[src/hw/rtl/mds_pkg.sv]
// ----------------------------------------------------------------------------
// mds_pkg
// Shared types and constants of the multi-byte delimiter splitter.
// ----------------------------------------------------------------------------
`timescale 1ns / 1ps

package mds_pkg;

  // Default sizing
  localparam int MAX_DELIM_LEN_DEF = 8;
  localparam int MAX_TOKENS_DEF    = 256;

  // Register port geometry: two 64-bit registers at byte addresses 0 and 8
  localparam int CFG_ADDR_W  = 4;
  localparam int CFG_DATA_W  = 64;
  localparam int REG_SEL_BIT = 3;

  // Register indexes
  localparam logic REG_DELIM_BYTES = 1'b0;
  localparam logic REG_DELIM_LEN   = 1'b1;

  // Register reset values: a single space
  localparam logic [63:0] DELIM_BYTES_RST = 64'd32;
  localparam logic [3:0]  DELIM_LEN_RST   = 4'd1;

  typedef struct packed {
    logic [63:0] delim_bytes;
    logic [3:0]  delim_len;
  } cfg_t;

  typedef struct packed {
    logic       vld;
    logic [7:0] data;
    logic       last;
  } item_t;

  typedef struct packed {
    logic [7:0] data;
    logic [7:0] index;
    logic       tend;
    logic       send;
    logic       none;
  } res_t;

  typedef enum logic [1:0] {
    PH_ENTRY,
    PH_DRAIN,
    PH_FLUSH
  } phase_t;

endpackage

[src/hw/rtl/mds_cfg_regs.sv]
// ----------------------------------------------------------------------------
// mds_cfg_regs
// Register port: delimiter bytes and delimiter length, written and read back.
// ----------------------------------------------------------------------------
`timescale 1ns / 1ps

module mds_cfg_regs
  import mds_pkg::*;
(
  input  logic                  clk,
  input  logic                  rst_n,
  input  logic                  psel,
  input  logic                  penable,
  input  logic                  pwrite,
  input  logic [CFG_ADDR_W-1:0] paddr,
  input  logic [CFG_DATA_W-1:0] pwdata,
  output logic [CFG_DATA_W-1:0] prdata,
  output logic                  pready,
  output cfg_t                  cfg
);

  logic [63:0] delim_bytes_r;
  logic [3:0]  delim_len_r;
  logic        wr_en;
  logic        reg_sel;

  assign wr_en   = psel & penable & pwrite;
  assign reg_sel = paddr[REG_SEL_BIT];
  assign pready  = 1'b1;

  // Write on the access beat
  always_ff @(posedge clk) begin
    if (!rst_n) begin
      delim_bytes_r <= DELIM_BYTES_RST;
      delim_len_r   <= DELIM_LEN_RST;
    end else if (wr_en) begin
      case (reg_sel)
        REG_DELIM_BYTES: delim_bytes_r <= pwdata;
        REG_DELIM_LEN:   delim_len_r   <= pwdata[3:0];
        default: ;
      endcase
    end
  end

  // Read back
  always_comb begin
    case (reg_sel)
      REG_DELIM_BYTES: prdata = delim_bytes_r;
      REG_DELIM_LEN:   prdata = {{(CFG_DATA_W-4){1'b0}}, delim_len_r};
      default:         prdata = '0;
    endcase
  end

  assign cfg.delim_bytes = delim_bytes_r;
  assign cfg.delim_len   = delim_len_r;

endmodule

[src/hw/rtl/mds_in_skid.sv]
// ----------------------------------------------------------------------------
// mds_in_skid
// Two-entry input buffer: a head beat for the core and a spare that
// catches a beat while the head is still being worked on.
// ----------------------------------------------------------------------------
`timescale 1ns / 1ps

module mds_in_skid
  import mds_pkg::*;
(
  input  logic       clk,
  input  logic       rst_n,
  input  logic       in_valid,
  output logic       in_stall,
  input  logic [7:0] in_byte,
  input  logic       in_last,
  input  logic       item_done,
  output item_t      cur
);

  item_t head_r, head_nxt;
  item_t spare_r, spare_nxt;
  logic  accept;
  logic  head_free;

  assign in_stall  = spare_r.vld;
  assign accept    = in_valid & ~spare_r.vld;
  assign head_free = ~head_r.vld | item_done;
  assign cur       = head_r;

  // Advance the head from the spare or from the port
  always_comb begin
    head_nxt  = head_r;
    spare_nxt = spare_r;
    if (head_free) begin
      if (spare_r.vld) begin
        head_nxt      = spare_r;
        spare_nxt.vld = 1'b0;
      end else if (accept) begin
        head_nxt = '{vld: 1'b1, data: in_byte, last: in_last};
      end else begin
        head_nxt.vld = 1'b0;
      end
    end else if (accept) begin
      spare_nxt = '{vld: 1'b1, data: in_byte, last: in_last};
    end
  end

  always_ff @(posedge clk) begin
    if (!rst_n) begin
      head_r.vld  <= 1'b0;
      spare_r.vld <= 1'b0;
    end else begin
      head_r  <= head_nxt;
      spare_r <= spare_nxt;
    end
  end

endmodule

[src/hw/rtl/mds_core.sv]
// ----------------------------------------------------------------------------
// mds_core
// Match window, held token byte and token counter, stepped once per cycle unless
// no byte is present or a stalled result is held, with the result register on its output.
// ----------------------------------------------------------------------------
`timescale 1ns / 1ps

module mds_core
  import mds_pkg::*;
#(
  parameter int MAX_DELIM_LEN = MAX_DELIM_LEN_DEF,
  parameter int MAX_TOKENS    = MAX_TOKENS_DEF
) (
  input  logic  clk,
  input  logic  rst_n,
  input  cfg_t  cfg,
  input  item_t cur,
  output logic  item_done,
  input  logic  out_stall,
  output logic  out_valid,
  output res_t  out_res
);

  localparam int          FILL_W    = $clog2(MAX_DELIM_LEN + 1);
  localparam int          IDX_MAX_I = (MAX_TOKENS - 1 > 255) ? 255 : MAX_TOKENS - 1;
  localparam logic [7:0]  IDX_MAX   = 8'(IDX_MAX_I);
  localparam logic [3:0]  MAX_LEN4  = 4'(MAX_DELIM_LEN);
  localparam logic [FILL_W-1:0] MAX_FILL = FILL_W'(MAX_DELIM_LEN);

  logic [7:0]        win_r [MAX_DELIM_LEN];
  logic [7:0]        win_nxt [MAX_DELIM_LEN];
  logic [FILL_W-1:0] fill_r, fill_nxt;
  logic [7:0]        held_r, held_nxt;
  logic              held_vld_r, held_vld_nxt;
  logic [7:0]        cnt_r, cnt_nxt;
  logic              in_tok_r, in_tok_nxt;
  phase_t            phase_r, phase_nxt;
  logic              out_vld_r, out_vld_nxt;
  res_t              out_r, out_nxt;

  logic [3:0]        len_clamp;
  logic [FILL_W-1:0] len_eff;
  logic [7:0]        wk [MAX_DELIM_LEN];
  logic [7:0]        wk_pop [MAX_DELIM_LEN];
  logic [FILL_W-1:0] wf;
  logic              mismatch;
  logic              advance;
  logic              do_pop;
  logic              done;
  logic              emit;
  res_t              emit_res;

  // Clamp the configured length to 1..MAX_DELIM_LEN
  always_comb begin
    if (cfg.delim_len == 4'd0) begin
      len_clamp = 4'd1;
    end else if (cfg.delim_len > MAX_LEN4) begin
      len_clamp = MAX_LEN4;
    end else begin
      len_clamp = cfg.delim_len;
    end
  end

  assign len_eff = FILL_W'(len_clamp);

  // Working window: append the new byte on entry, compare, and shift view
  always_comb begin
    wk = win_r;
    wf = fill_r;
    if (phase_r == PH_ENTRY && fill_r < MAX_FILL) begin
      for (int i = 0; i < MAX_DELIM_LEN; i++) begin
        if (FILL_W'(i) == fill_r) begin
          wk[i] = cur.data;
        end
      end
      wf = fill_r + FILL_W'(1);
    end
    mismatch = 1'b0;
    for (int i = 0; i < MAX_DELIM_LEN; i++) begin
      if (FILL_W'(i) < len_eff && wk[i] != cfg.delim_bytes[8*i +: 8]) begin
        mismatch = 1'b1;
      end
    end
    for (int i = 0; i < MAX_DELIM_LEN - 1; i++) begin
      wk_pop[i] = wk[i+1];
    end
    wk_pop[MAX_DELIM_LEN-1] = wk[MAX_DELIM_LEN-1];
  end

  assign advance = cur.vld & (~out_vld_r | ~out_stall);

  // Step sequencer: one window step and at most one result beat per cycle
  always_comb begin
    win_nxt      = win_r;
    fill_nxt     = fill_r;
    held_nxt     = held_r;
    held_vld_nxt = held_vld_r;
    cnt_nxt      = cnt_r;
    in_tok_nxt   = in_tok_r;
    phase_nxt    = phase_r;
    do_pop       = 1'b0;
    done         = 1'b0;
    emit         = 1'b0;
    emit_res     = '0;
    if (advance) begin
      win_nxt  = wk;
      fill_nxt = wf;
      case (phase_r)
        PH_ENTRY, PH_DRAIN: begin
          if (wf > len_eff) begin
            // window longer than the delimiter: drop the oldest byte out
            do_pop    = 1'b1;
            phase_nxt = PH_DRAIN;
          end else begin
            if (wf == len_eff) begin
              if (mismatch) begin
                do_pop = 1'b1;
              end else begin
                fill_nxt   = '0;
                in_tok_nxt = 1'b0;
              end
            end
            if (cur.last) begin
              phase_nxt = PH_FLUSH;
            end else begin
              phase_nxt = PH_ENTRY;
              done      = 1'b1;
            end
          end
        end
        PH_FLUSH: begin
          if (wf != '0) begin
            do_pop = 1'b1;
          end else begin
            // closing beat of the string
            emit = 1'b1;
            if (held_vld_r) begin
              emit_res = '{data: held_r, index: cnt_r, tend: 1'b1, send: 1'b1,
                           none: 1'b0};
            end else begin
              emit_res = '{data: 8'd0, index: 8'd0, tend: 1'b0, send: 1'b1,
                           none: 1'b1};
            end
            fill_nxt     = '0;
            held_vld_nxt = 1'b0;
            cnt_nxt      = '0;
            in_tok_nxt   = 1'b0;
            phase_nxt    = PH_ENTRY;
            done         = 1'b1;
          end
        end
        default: begin
          phase_nxt = PH_ENTRY;
        end
      endcase
      // Oldest window byte becomes a token byte; release the held one
      if (do_pop) begin
        win_nxt  = wk_pop;
        fill_nxt = wf - FILL_W'(1);
        if (held_vld_r) begin
          emit     = 1'b1;
          emit_res = '{data: held_r, index: cnt_r, tend: ~in_tok_r, send: 1'b0,
                       none: 1'b0};
          if (!in_tok_r && cnt_r < IDX_MAX) begin
            cnt_nxt = cnt_r + 8'd1;
          end
        end
        held_nxt     = wk[0];
        held_vld_nxt = 1'b1;
        in_tok_nxt   = 1'b1;
      end
    end
  end

  assign item_done = advance & done;

  // Result register: load a new beat, drop a taken one
  always_comb begin
    out_vld_nxt = out_vld_r & out_stall;
    out_nxt     = out_r;
    if (emit) begin
      out_vld_nxt = 1'b1;
      out_nxt     = emit_res;
    end
  end

  always_ff @(posedge clk) begin
    if (!rst_n) begin
      phase_r <= PH_ENTRY;
    end else begin
      phase_r <= phase_nxt;
    end
  end

  always_ff @(posedge clk) begin
    if (!rst_n) begin
      fill_r     <= '0;
      held_vld_r <= 1'b0;
      cnt_r      <= '0;
      in_tok_r   <= 1'b0;
      out_vld_r  <= 1'b0;
    end else begin
      fill_r     <= fill_nxt;
      held_vld_r <= held_vld_nxt;
      cnt_r      <= cnt_nxt;
      in_tok_r   <= in_tok_nxt;
      out_vld_r  <= out_vld_nxt;
    end
  end

  // Payload holds no reset
  always_ff @(posedge clk) begin
    win_r  <= win_nxt;
    held_r <= held_nxt;
    out_r  <= out_nxt;
  end

  assign out_valid = out_vld_r;
  assign out_res   = out_r;

endmodule

[src/hw/rtl/multichar_delimiter_splitter_top.sv]
// ----------------------------------------------------------------------------
// multichar_delimiter_splitter_top: splits a byte string at a 1..8 byte delimiter.
// Throughput: one byte per cycle unless results stall; a shortened delimiter adds a step per extra byte.
// A byte with in_last takes an entry step, a flush step per byte left in the window and a closing step.
// A popped byte is held until the next pop or closing beat releases it to the result register.
// Reset: control state clears, delimiter resets to one space, no clearing pass.
// ----------------------------------------------------------------------------
`timescale 1ns / 1ps

module multichar_delimiter_splitter_top
  import mds_pkg::*;
#(
  parameter int MAX_DELIM_LEN = MAX_DELIM_LEN_DEF,
  parameter int MAX_TOKENS    = MAX_TOKENS_DEF
) (
  input  logic                  clk,
  input  logic                  rst_n,
  // register port
  input  logic                  psel,
  input  logic                  penable,
  input  logic                  pwrite,
  input  logic [CFG_ADDR_W-1:0] paddr,
  input  logic [CFG_DATA_W-1:0] pwdata,
  output logic [CFG_DATA_W-1:0] prdata,
  output logic                  pready,
  // input channel
  input  logic                  in_valid,
  output logic                  in_stall,
  input  logic [7:0]            in_byte,
  input  logic                  in_last,
  // result channel
  output logic                  out_valid,
  input  logic                  out_stall,
  output logic [7:0]            out_byte,
  output logic [7:0]            out_token_index,
  output logic                  out_token_end,
  output logic                  out_string_end,
  output logic                  out_no_tokens
);

  cfg_t  cfg;
  item_t cur;
  logic  item_done;
  res_t  out_res;

  mds_cfg_regs u_cfg (
    .clk     (clk),
    .rst_n   (rst_n),
    .psel    (psel),
    .penable (penable),
    .pwrite  (pwrite),
    .paddr   (paddr),
    .pwdata  (pwdata),
    .prdata  (prdata),
    .pready  (pready),
    .cfg     (cfg)
  );

  mds_in_skid u_skid (
    .clk       (clk),
    .rst_n     (rst_n),
    .in_valid  (in_valid),
    .in_stall  (in_stall),
    .in_byte   (in_byte),
    .in_last   (in_last),
    .item_done (item_done),
    .cur       (cur)
  );

  mds_core #(
    .MAX_DELIM_LEN (MAX_DELIM_LEN),
    .MAX_TOKENS    (MAX_TOKENS)
  ) u_core (
    .clk       (clk),
    .rst_n     (rst_n),
    .cfg       (cfg),
    .cur       (cur),
    .item_done (item_done),
    .out_stall (out_stall),
    .out_valid (out_valid),
    .out_res   (out_res)
  );

  // Break the result beat out onto the ports
  assign out_byte        = out_res.data;
  assign out_token_index = out_res.index;
  assign out_token_end   = out_res.tend;
  assign out_string_end  = out_res.send;
  assign out_no_tokens   = out_res.none;

endmodule

[config.mk]
export PLATFORM = sky130hd
export DESIGN_NAME = multichar_delimiter_splitter_top
export DESIGN_NICKNAME = d
export VERILOG_FILES = /design/src/hw/rtl/mds_pkg.sv /design/src/hw/rtl/mds_cfg_regs.sv /design/src/hw/rtl/mds_in_skid.sv /design/src/hw/rtl/mds_core.sv /design/src/hw/rtl/multichar_delimiter_splitter_top.sv
export SDC_FILE = /design/constraint.sdc
export NUM_CORES = 1
export LEC_CHECK = 0
export BUFFER_PORTS_ARGS = -buffer_cell sky130_fd_sc_hd__buf_2
export CAP_MARGIN = 25
export CORE_UTILIZATION = 34
export CTS_CLUSTER_SIZE = 20
export DETAILED_ROUTE_END_ITERATION = 8
export SLEW_MARGIN = 25
export SYNTH_ARGS = -nofsm -noshare
export SYNTH_HDL_FRONTEND = slang
export SYNTH_HIERARCHICAL = 1
export SYNTH_SLANG_ARGS = --single-unit
[constraint.sdc]
create_clock -name clk -period 5.2 [get_ports clk]
set_input_delay 0.52 -clock clk [delete_from_list [all_inputs] [get_ports clk]]
set_output_delay 0.52 -clock clk [all_outputs]
set_load 0.1 [all_outputs]
# After elaboration in Yosys (flattened, before gate mapping)
# Cells that the tools add are included.
# totals
input_bits	84
wordCells	180
regBits	196
# op_classes
n_reduce_logical	28
n_eq_ne	24
mux	69
bitwise_logic	16
n_lt_le_gt_ge	12
addsub	3
# ops
cell	count
64-bit 2-to-1 mux	2
64-bit case mux with 2 select lines	1
8-bit 2-to-1 mux	13
19-bit 2-to-1 mux	5
8-bit != test	8
4-bit 2-to-1 mux	8
1-bit 2-to-1 mux	30
3-bit by 4-bit equality test with 1-bit output, first input constant	4
3-bit by 4-bit < comparator with 1-bit output, first input constant	4
1-bit logical AND	10
10-bit 2-to-1 mux	1
9-bit 2-to-1 mux	1
3-bit != test, second input constant	3
3-bit AND reduction	3
8-bit by 1-bit adder with 8-bit output, second input constant	1
2-bit by 4-bit equality test with 1-bit output, first input constant	2
4-bit logical NOT	2
1-bit by 4-bit < comparator with 1-bit output, first input constant	2
2-bit by 4-bit < comparator with 1-bit output, first input constant	2
8-bit < comparator, second input constant	1
1-bit NOT	8
4-bit case mux with 2 select lines	1
2-bit AND reduction	4
1-bit AND	6
other kinds (22)	30

# Longest topological paths before layout
# Gate-level depths: netlist of run 1.
# depth
ltp_word	21
depth_mapped	19
ltp_nobuf	15

# Hierarchy
# The synthesis of run 1 kept the hierarchy.
# modules_own_cells
mod	seq_area_each_um2	n_inst	cells_per_inst	area_per_inst_um2
mds_core	3072.9	1	777	7450.9
mds_cfg_regs	1361.3	1	366	3173.0
mds_in_skid	580.6	1	38	762.0

# Worst setup path before layout of run 1
# No wires, ideal clock.
# synth_timing
kind	register to register
start	register u_core.fill_r[0]
end	register u_core/win_r[16] in the netlist's numbering, data pin
path_buffers	2
arrival_time_ns	4.031
setup_time_ns	0.134
required_ns	5.066
slack_ns	1.035
stages_incl_launch_ff	14
cell_sequence	dfxtp_1 ha_1 or3b_1 buf_2 nor3_1 a21oi_1 xnor2_1 or4_1 or4_1 a2111o_1 a21oi_2 buf_6 mux2i_1 o221a_1
# synth_between
elab_chain_len	19
# synth_lines
item	line	rtl
start: declaration	mds_core.sv:32	logic [FILL_W-1:0] fill_r, fill_nxt;
start signal: assignment	mds_core.sv:203	fill_r <= fill_nxt;
4-bit < comparator or 4-bit logical NOT (tied branches)	mds_core.sv:70, mds_core.sv:72	
1-bit logical AND or 8-bit 2-to-1 mux (tied branches)	mds_core.sv:70, mds_core.sv:72	
64-bit 2-to-1 mux	mds_core.sv:70	if (phase_r == PH_ENTRY && fill_r < MAX_FILL) begin
8-bit != test	mds_core.sv:80	if (FILL_W'(i) < len_eff && wk[i] != cfg.delim_bytes[8*i +: 8]) begin
1-bit logical AND	mds_core.sv:80	
1-bit 2-to-1 mux (8 in series)	mds_core.sv:80	
1-bit 2-to-1 mux	mds_core.sv:116	if (mismatch) begin
1-bit 2-to-1 mux	mds_core.sv:115	if (wf == len_eff) begin
1-bit 2-to-1 mux	mds_core.sv:110	if (wf > len_eff) begin
1-bit case mux with 2 select lines	mds_core.sv:108	case (phase_r)
1-bit 2-to-1 mux	mds_core.sv:105	if (advance) begin
64-bit 2-to-1 mux (*)	mds_core.sv:157	if (do_pop) begin
end signal: assignment	mds_core.sv:213	win_r <= win_nxt;
end: declaration	mds_core.sv:30	logic [7:0] win_r [MAX_DELIM_LEN];
# Every way passes the cells marked *; elsewhere a longest branch is shown, timed or not. The select of a mux whose other input is x is not followed.
# A chain may end at the register's enable or synchronous reset.

# Final worst setup path of run 1
# layout_timing
start	register u_core.fill_r[1]
end	register u_core/win_r[47] in the netlist's numbering, data pin
# Same word-level chain as after synthesis.

==> results of run 1 <==
==> per-layer routing <==
layer | global-route usage | wire length [um] | part of all wire | up-vias
li1 | - | - | - | 4492
met1 | 0.267 | 15000 | 0.46 | 4421
met4 | 0.0664 | 750 | 0.023 | 0
met5 | 0 | 0 | 0 | -
met3 | 0.0289 | 1810 | 0.056 | 57
met2 | 0.304 | 14800 | 0.46 | 348
==> layout by cell type, fill, tap and decap left out, types with 6 or more instances in the layout <==
cell type and n:
nor3_1 47, o22ai_1 17, nand2_1 181, mux2i_1 80, mux2_4 7, nand4_1 11, a22oi_1 9, a21oi_1 33
mux2_2 9, buf_4 34, or3_1 18, a32o_1 7, nand2b_1 10, nand3_1 16, and2_1 21, nor2b_1 71
xnor2_1 39, dfxtp_1 87, o21ai_0 39, nor2_1 46, buf_2 164, o221a_1 16, ha_1 10, a221oi_2 24
a31oi_1 6, xor2_1 21, edfxtp_1 109, clkbuf_16 17, inv_1 71
==> cell families (layout without fill, tap and decap cells) <==
| group | Yosys count | count (layout) |
|---|---|---|
| and+or+nand+nor | 454 | 454 |
| AOI/OAI and AO/OA | 208 | 208 |
| DFF | 196 | 196 |
| buffers and inverters | 152 | 305 |
| muxes | 100 | 100 |
| xor gates and xnor gates | 60 | 60 |
| adders and majority gates | 10 | 10 |
| other | 1 | 1 |
==> worst register-to-register path, stage by stage, from the launching register on <==
cell,delay (ns)
dfxtp_1,0.46
ha_1,0.20
or3b_1,0.53
nor2_4,0.36
a21oi_1,0.08
a2111oi_0,0.43
nand4_1,0.25
or4_1,0.54
a2111o_1,0.49
a21oi_4,0.23
buf_4,0.29
mux2i_2,0.52
o221a_1,0.27
==> final timing paths <==
kind / slack, ns / end / cells past startpoint / start
max: 0.41 / u_core/win_r[47] / 12 / u_core/fill_r[1]
min reg2reg: 0.48 / u_cfg/delim_bytes_r[17] / 2 / u_cfg/delim_bytes_r[17]
min: 0.26 / u_skid/spare_r[1] / 1 / in_byte[0]
max reg2reg: 0.41 / u_core/win_r[47] / 12 / u_core/fill_r[1]
==> flip-flops by register name, summed over array words and instances (netlist names), 2 cells and up <==
register	cells
u_core/win_r	64
u_core/out_res	19
u_core/phase_r	2
u_skid/spare_r	9
u_core/fill_r	4
u_skid/cur	10
u_core/cnt_r	8
u_cfg/delim_len_r	4
u_core/held_r	8
u_cfg/delim_bytes_r	64
==> metrics by stage <==
| stage | hold WS (ns) | setup slack (ns) | cells | power [uW] |
|---|---|---|---|---|
| detailed placement | 0.470 | 0.349 | 1744 | 4710 |
| finish | 0.262 | 0.412 | 1776 | 6020 |
| global placement | 0.459 | 0.431 | 1744 | 4660 |
| global route | 0.236 | 0.140 | 1776 | 6370 |
| floorplan | 0.443 | 1.04 | 1181 | 4160 |
| CTS | 0.236 | 0.302 | 1776 | 6030 |
==> power groups by stage <==
stage / sequential (uW) / combinational (uW) / clock (uW)
after global routing: 2370 / 2590 / 1400
final: 2350 / 2370 / 1300
after CTS: 2340 / 2350 / 1330
after floorplan: 2330 / 1830 / 0
after detailed placement: 2370 / 2340 / 0
after global placement: 2370 / 2290 / 0
==> cell type report <==
type                       instances  share of cell area
sequential                       196               0.380
clock inverter                    15              0.0102
tap                              442              0.0419
timing repair buffer             199              0.0831
inverter                          74              0.0211
clock buffer                      17              0.0323
multi-input combinational        833               0.431
==> key figures, run 1 <==
Floorplanning
  – Width of the die: 185 um
  – CORE AREA: 32700 sq um
  – Die area: 34200 sq um
  – DIE HEIGHT: 185 um
  – Io pins: 170
  – Rows: 66
  – Initial Utilization: 0.348

Power
  – Clock power share: 0.216
  – Sequential power share: 0.390
  – Max IR drop VDD: 0.295 mV
  – NetSw: 2350 uW
  – Pwr dens: 457 nW/um^2
  – Switching Fraction: 0.391
  – Leak pwr: 0.00514 uW
  – Cell Int Power: 3670 uW
  – Combinational share of power: 0.394

Logic synthesis
  – Combinational family with the most area after synthesis: simple AND/OR/NAND/NOR gates
  – XOR/XNOR Fraction of Synth Area: 0.0462
  – Synth Cell Area: 11400 sq um
  – EDFF count, synth: 109
  – Mapped Nets: 1275
  – Area leader, netlist: edfxtp_1
  – Post-synthesis register bit count: 196
  – Synth Warn #: 6
  – Synth Area in Compound Gates: 0.148
  – Top_reg_cell synth: edfxtp_1
  – Synth Area in Simple Gates: 0.198
  – Distinct cells, synth: 75
  – Synth Instances: 1181
  – Post-synth top cells: 181 x nand2_1, 109 x edfxtp_1, 87 x dfxtp_1, 81 x mux2i_1, 72 x inv_1
  – Seq/Total Area, Yosys: 0.440
  – Mux cell area share after synthesis: 0.0953
  – Yosys top cell area share: 0.287
  – Top cells by area, synth: edfxtp_1 29%, dfxtp_1 15%, mux2i_1 7.1%, nand2_1 6.0%, nor2b_1 3.9%
  – Avg Cell Area, Syn: 9.64 sq um
  – Adder-cell share of the synthesized area: 0.0110
  – Asr flop ratio synth: 0
  – Most common cell in the netlist: nand2_1

Placed design
  – HPWL Detailed: 23500 um
  – Port buffer count: 165
  – Dpl cell area: 12600 sq um
  – Routability Congestion: 0.912

Routing
  – Drt drc: 0
  – Antenna Nets Post-Route: 0
  – Routed vias: 9318
  – Post-detailed-routing wire length: 32400 um
  – Initial DRC count: 988
  – Pre-Repair DR Iteration Count: 6
  – Via density: 5.25
  – DR WL/cell: 18.2 um

STA
  – Setup TNS: 0 ns
  – Clk_skew: 0.0147 ns
  – Pins Over Slew Limit: 0
  – Final Cycle Share: 0.921
  – RSZ-0062 raised after global routing: false
  – Slew of the pin with the lowest slew margin: 0.916 ns
  – Final Setup Violations: 0
  – Fin. Hold Viols: 0
  – Final Critical Period: 4.79 ns
  – FMAX: 209 MHz
  – Slew Limit Headroom: 0.389

Critical path
  – CP Class: flip-flop to flip-flop
  – Critical-path cell list: ha_1 -> or3b_1 -> nor2_4 -> a21oi_1 -> a2111oi_0 -> nand4_1 -> or4_1 -> a2111o_1 -> a21oi_4 -> buf_4 -> mux2i_2 -> o221a_1
  – CP delay by family, top: simple AND/OR/NAND/NOR gates
  – CP Launch Type: flip-flop
  – Slowest cell on crit path: or4_1
  – Worst Path Required: 5.51 ns
  – Crit end category: flip-flop
  – Buf/Inv on CP: 1
  – Worst-path fanout max: 21
  – Critical Path AT: 5.10 ns
  – Slowest stage delay, CP: 0.54 ns

Global routing
  – Total congestion overflow: 0
  – First-pass GRT wire length: 50300 um
  – Tot GR Track Use: 0.193
  – Initial antenna violation count: 0
  – Largest net degree at the start of global routing: 79
  – Vias in the first global route: 8790

CTS
  – Clk sinks: 196
  – Number of buffers created by CTS: 17
  – Clock-pin slew on the worst setup and hold paths: 0.08 ns
  – H-tree depth: 4
  – CTS tree: yes
  – Clock Tree Buf Depth: 2
  – Post-CTS Resized: 0
  – Post-CTS setup buffer count: 0
  – Root Driver: clkbuf_16
  – Clk Latency, worst-skew pair: 0.45 ns
  – Hold Buf Count CTS: 0

Flow run
  – Max-Cap Viols: 0

Cells and area
  – Ant. Diodes: 0
  – Final instance area: 13200 sq um
  – Layout cells sized above 1: 0.220
  – Nets: 1415
  – Sequential cell area: 5010 sq um
  – Layout area overhead: 15.8%
  – Fill cell count: 3297
  – Multi-input logic area: 5690 sq um
  – Final Util: 0.403

Min path
  – Hold Crit Class: input pin to flip-flop

Run status
  – Status: finished, final reports clean
No activity file was read; power rests on OpenSTA's default activity.
==> run 2: changes to the inputs <==
- SYNTH_HIERARCHICAL: 1 -> default
- clock period: 5.2 -> 5.9 ns (I/O delays scaled with it)
==> run 2 against run 1 <==
  * Sequential cell count unchanged
  * Highest routed layer unchanged
  * Fmax rose by 0.13%
  * Clock-buffer cell count unchanged
  * Global-route usage is 0.23 points lower
  * Largest cell class unchanged
  * Wire length shrank 3.7%
  * Sequential share of layout area rose by 1.4 points
  * Combinational power down 6%
  * Total power is 7.4% lower
  * Critical endpoint is now u_core.win_r[55]
  * Area after synthesis shrank 3.8%
  * Setup slack better by 0.71 ns
  * Die area fell by 3.8%
  * Clock skew shrank 0.0030 ns
==> key figures, run 2 <==
Run status
  – Status: finished, final reports clean

CTS
  – CTS tree: yes
  – Root Driver: clkbuf_16
  – Post-CTS Resized: 0 (unchanged)
  – Number of buffers created by CTS: 17 (unchanged)
  – Hold Buf Count CTS: 0 (unchanged)
  – Clk Latency, worst-skew pair: 0.45 ns (about the same)
  – Post-CTS setup buffer count: 0 (unchanged)
  – Clock Tree Buf Depth: 2 (unchanged)
  – H-tree depth: 4 (unchanged)
  – Clock-pin slew on the worst setup and hold paths: 0.09 ns (about the same)
  – Clk sinks: 196 (unchanged)

Logic synthesis
  – Post-synth top cells: 187 x nand2_1, 109 x edfxtp_1, 87 x dfxtp_1, 65 x nor2_1, 64 x a21boi_0
  – Mapped Nets: 1261 (-1.1%)
  – Top_reg_cell synth: edfxtp_1
  – Mux cell area share after synthesis: 0.0467 (-0.0485)
  – Distinct cells, synth: 71 (-5.3%)
  – Most common cell in the netlist: nand2_1
  – XOR/XNOR Fraction of Synth Area: 0.0536 (+0.00743)
  – Asr flop ratio synth: 0 (unchanged)
  – Seq/Total Area, Yosys: 0.458 (+0.0175)
  – Synth Area in Simple Gates: 0.212 (+0.0146)
  – Synth Cell Area: 11000 sq um (-3.8%)
  – Area leader, netlist: edfxtp_1
  – Combinational family with the most area after synthesis: simple AND/OR/NAND/NOR gates
  – Synth Instances: 1167 (-1.2%)
  – Adder-cell share of the synthesized area: 0.0114 (+0.000437)
  – EDFF count, synth: 109 (unchanged)
  – Synth Warn #: 0 (-6)
  – Top cells by area, synth: edfxtp_1 30%, dfxtp_1 16%, nand2_1 6.4%, a21boi_0 4.4%, nor2b_1 3.4%
  – Yosys top cell area share: 0.299 (+0.0114)
  – Post-synthesis register bit count: 196 (unchanged)
  – Avg Cell Area, Syn: 9.38 sq um (-2.7%)
  – Synth Area in Compound Gates: 0.169 (+0.0210)

Routing
  – M1 wire length: 14200 um (-5.5%)
  – Wire length on met3: 1710 um (-5.8%)
  – Top layer in use: met4
  – Metal2 WL: 14700 um (-0.79%)
  – Post-detailed-routing wire length: 31200 um (-3.7%)
  – Antenna Nets Post-Route: 0 (unchanged)
  – DR WL/cell: 18.3 um (+0.11%)
  – Initial DRC count: 718 (-27%)
  – Via density: 5.32 (+1.4%)
  – Routed vias: 9090 (-2.4%)
  – Drt drc: 0 (unchanged)
  – Pre-Repair DR Iteration Count: 6 (unchanged)

Cells and area
  – Layout cells sized above 1: 0.217 (-0.00218)
  – Ant. Diodes: 0 (unchanged)
  – Commonest cells after routing, fill and taps aside: 187 x nand2_1, 165 x buf_2, 109 x edfxtp_1
  – Layout area overhead: 16.1%
  – Most common library cell in the layout ignoring fill and taps: nand2_1
  – Nets: 1387 (-2.0%)
  – Fin cells: 1708 (-3.8%)

Critical path
  – Slowest cell on crit path: nor4b_1
  – Critical Path AT: 5.11 ns (about the same)
  – CP Class: flip-flop to flip-flop
  – Worst-path fanout max: 34 (+62%)
  – Slowest stage delay, CP: 0.71 ns (+0.17 ns)
  – CP Launch Type: flip-flop
  – Worst Path Required: 6.22 ns (+0.71 ns)
  – Crit end category: flip-flop
  – CP delay by family, top: simple AND/OR/NAND/NOR gates
  – Critical-path cell list: inv_1 -> ha_1 -> or3b_1 -> nor2_2 -> mux2i_1 -> xnor2_1 -> nor4b_1 -> a21oi_1 -> a2111o_1 -> o22ai_4 -> buf_4 -> mux2i_1 -> o221a_2
  – Buf/Inv on CP: 2 (+1)
  – Reg2reg setup slack: 1.12 ns (+0.71 ns)
  – CP most frequent cell: mux2i_1

Floorplanning
  – Io pins: 170 (unchanged)
  – CORE AREA: 31600 sq um (-3.3%)
  – DIE HEIGHT: 181 um (-1.9%)
  – Width of the die: 181 um (-1.9%)
  – Die area: 32900 sq um (-3.8%)
  – Initial Utilization: 0.346 (-0.00204)
  – Rows: 65 (-1.5%)

Placed design
  – Routability Congestion: 0.879 (-3.6%)
  – HPWL Detailed: 21900 um (-6.8%)
  – Port buffer count: 165 (unchanged)
  – DP Cell Count: 1676 (-3.9%)

Power
  – Leak pwr: 0.00486 uW (-5.5%)
  – Max IR drop VDD: 0.409 mV (+39%)
  – Pwr dens: 439 nW/um^2 (-3.9%)

Global routing
  – Largest net degree at the start of global routing: 68 (-14%)
  – Initial antenna violation count: 0 (unchanged)
  – Vias in the first global route: 8518 (-3.1%)
  – Tot GR Track Use: 0.190 (-0.00232)
  – Total congestion overflow: 0 (unchanged)
  – First-pass GRT wire length: 48600 um (-3.3%)

Flow run
  – Max-Cap Viols: 0 (unchanged)

STA
  – Slew of the pin with the lowest slew margin: 0.831 ns (-0.0852 ns)
  – Final Cycle Share: 0.810 (-0.110)
  – Fin. Hold Viols: 0 (unchanged)
  – Pins Over Slew Limit: 0 (unchanged)
  – RSZ-0062 raised after global routing: false
  – Setup TNS: 0 ns (unchanged)
  – Final Setup Violations: 0 (unchanged)
  – Clk_skew: 0.0117 ns (-0.00301 ns)
  – FMAX: 209 MHz (+0.13%)
  – Final Critical Period: 4.78 ns (-0.00640 ns)
  – Slew Limit Headroom: 0.446 (+0.0568)

Min path
  – Hold Crit Class: input pin to flip-flop
[run 2: cell count changes in the layout (fill, tap and decap cells not counted), moves of 11 or more]
cell / before / now
a21boi_0: 5 / 64
a221oi_2: 24 / 0
buf_4: 34 / 16
inv_1: 71 / 52
mux2i_1: 80 / 32
nand3_1: 16 / 39
nand3b_1: 0 / 19
nor2_1: 46 / 64
nor2b_1: 71 / 60
nor3_1: 47 / 13
o221a_2: 0 / 27
o22ai_1: 17 / 6
xor2_1: 21 / 34
[run 2: per-layer routing]
metal / GRT usage / vias up
met3: 0.0275 / 39
met4: 0.0610 / 0
met5: 0 / -
met1: 0.264 / 4333
li1: - / 4398
met2: 0.303 / 320
[run 2: report_power, final]
group          internal [uW]  switching (uW)  leakage [uW]
sequential              1900             251       0.00173
combinational            920            1300       0.00283
clock                    579             623      0.000297
[run 2: layout make-up]
type                       count  area (sq um)
fill                        3151         18900
multi-input combinational    843          5420
sequential                   196          5010
timing repair buffer         182           966
tap                          402           503
clock buffer                  17           425
inverter                      53           199
clock inverter                15           178
[run 2: logic make-up after synthesis]
group | after synthesis
compound gates | 244
xor+xnor | 67
fa+ha+maj | 10
buf+inv | 128
flops | 196
mux | 49
other cells | 1
simple gates | 472
[run 2: per-stage QoR]
step | hold WS [ns] | area (sq um) | setup WS [ns] | util | total power (uW)
after floorplan | 0.443 | 11000 | 1.76 | - | 3920
after global placement | 0.455 | 12100 | 1.34 | 0.382 | 4330
after detailed placement | 0.461 | 12100 | 1.27 | 0.382 | 4380
after CTS | 0.308 | 12700 | 1.24 | 0.402 | 5580
after global routing | 0.310 | 12700 | 0.862 | 0.402 | 5910
final | 0.321 | 12700 | 1.12 | 0.402 | 5580
[run 2: path summary, 6_finish.rpt]
path,cells past startpoint,from,to
setup / recovery,13,u_core.fill_r[0],u_core.win_r[55]
hold / removal,1,in_byte[7],u_skid.spare_r[8]
setup reg to reg,13,u_core.fill_r[0],u_core.win_r[55]
hold reg to reg,2,u_cfg.delim_bytes_r[30],u_cfg.delim_bytes_r[30]
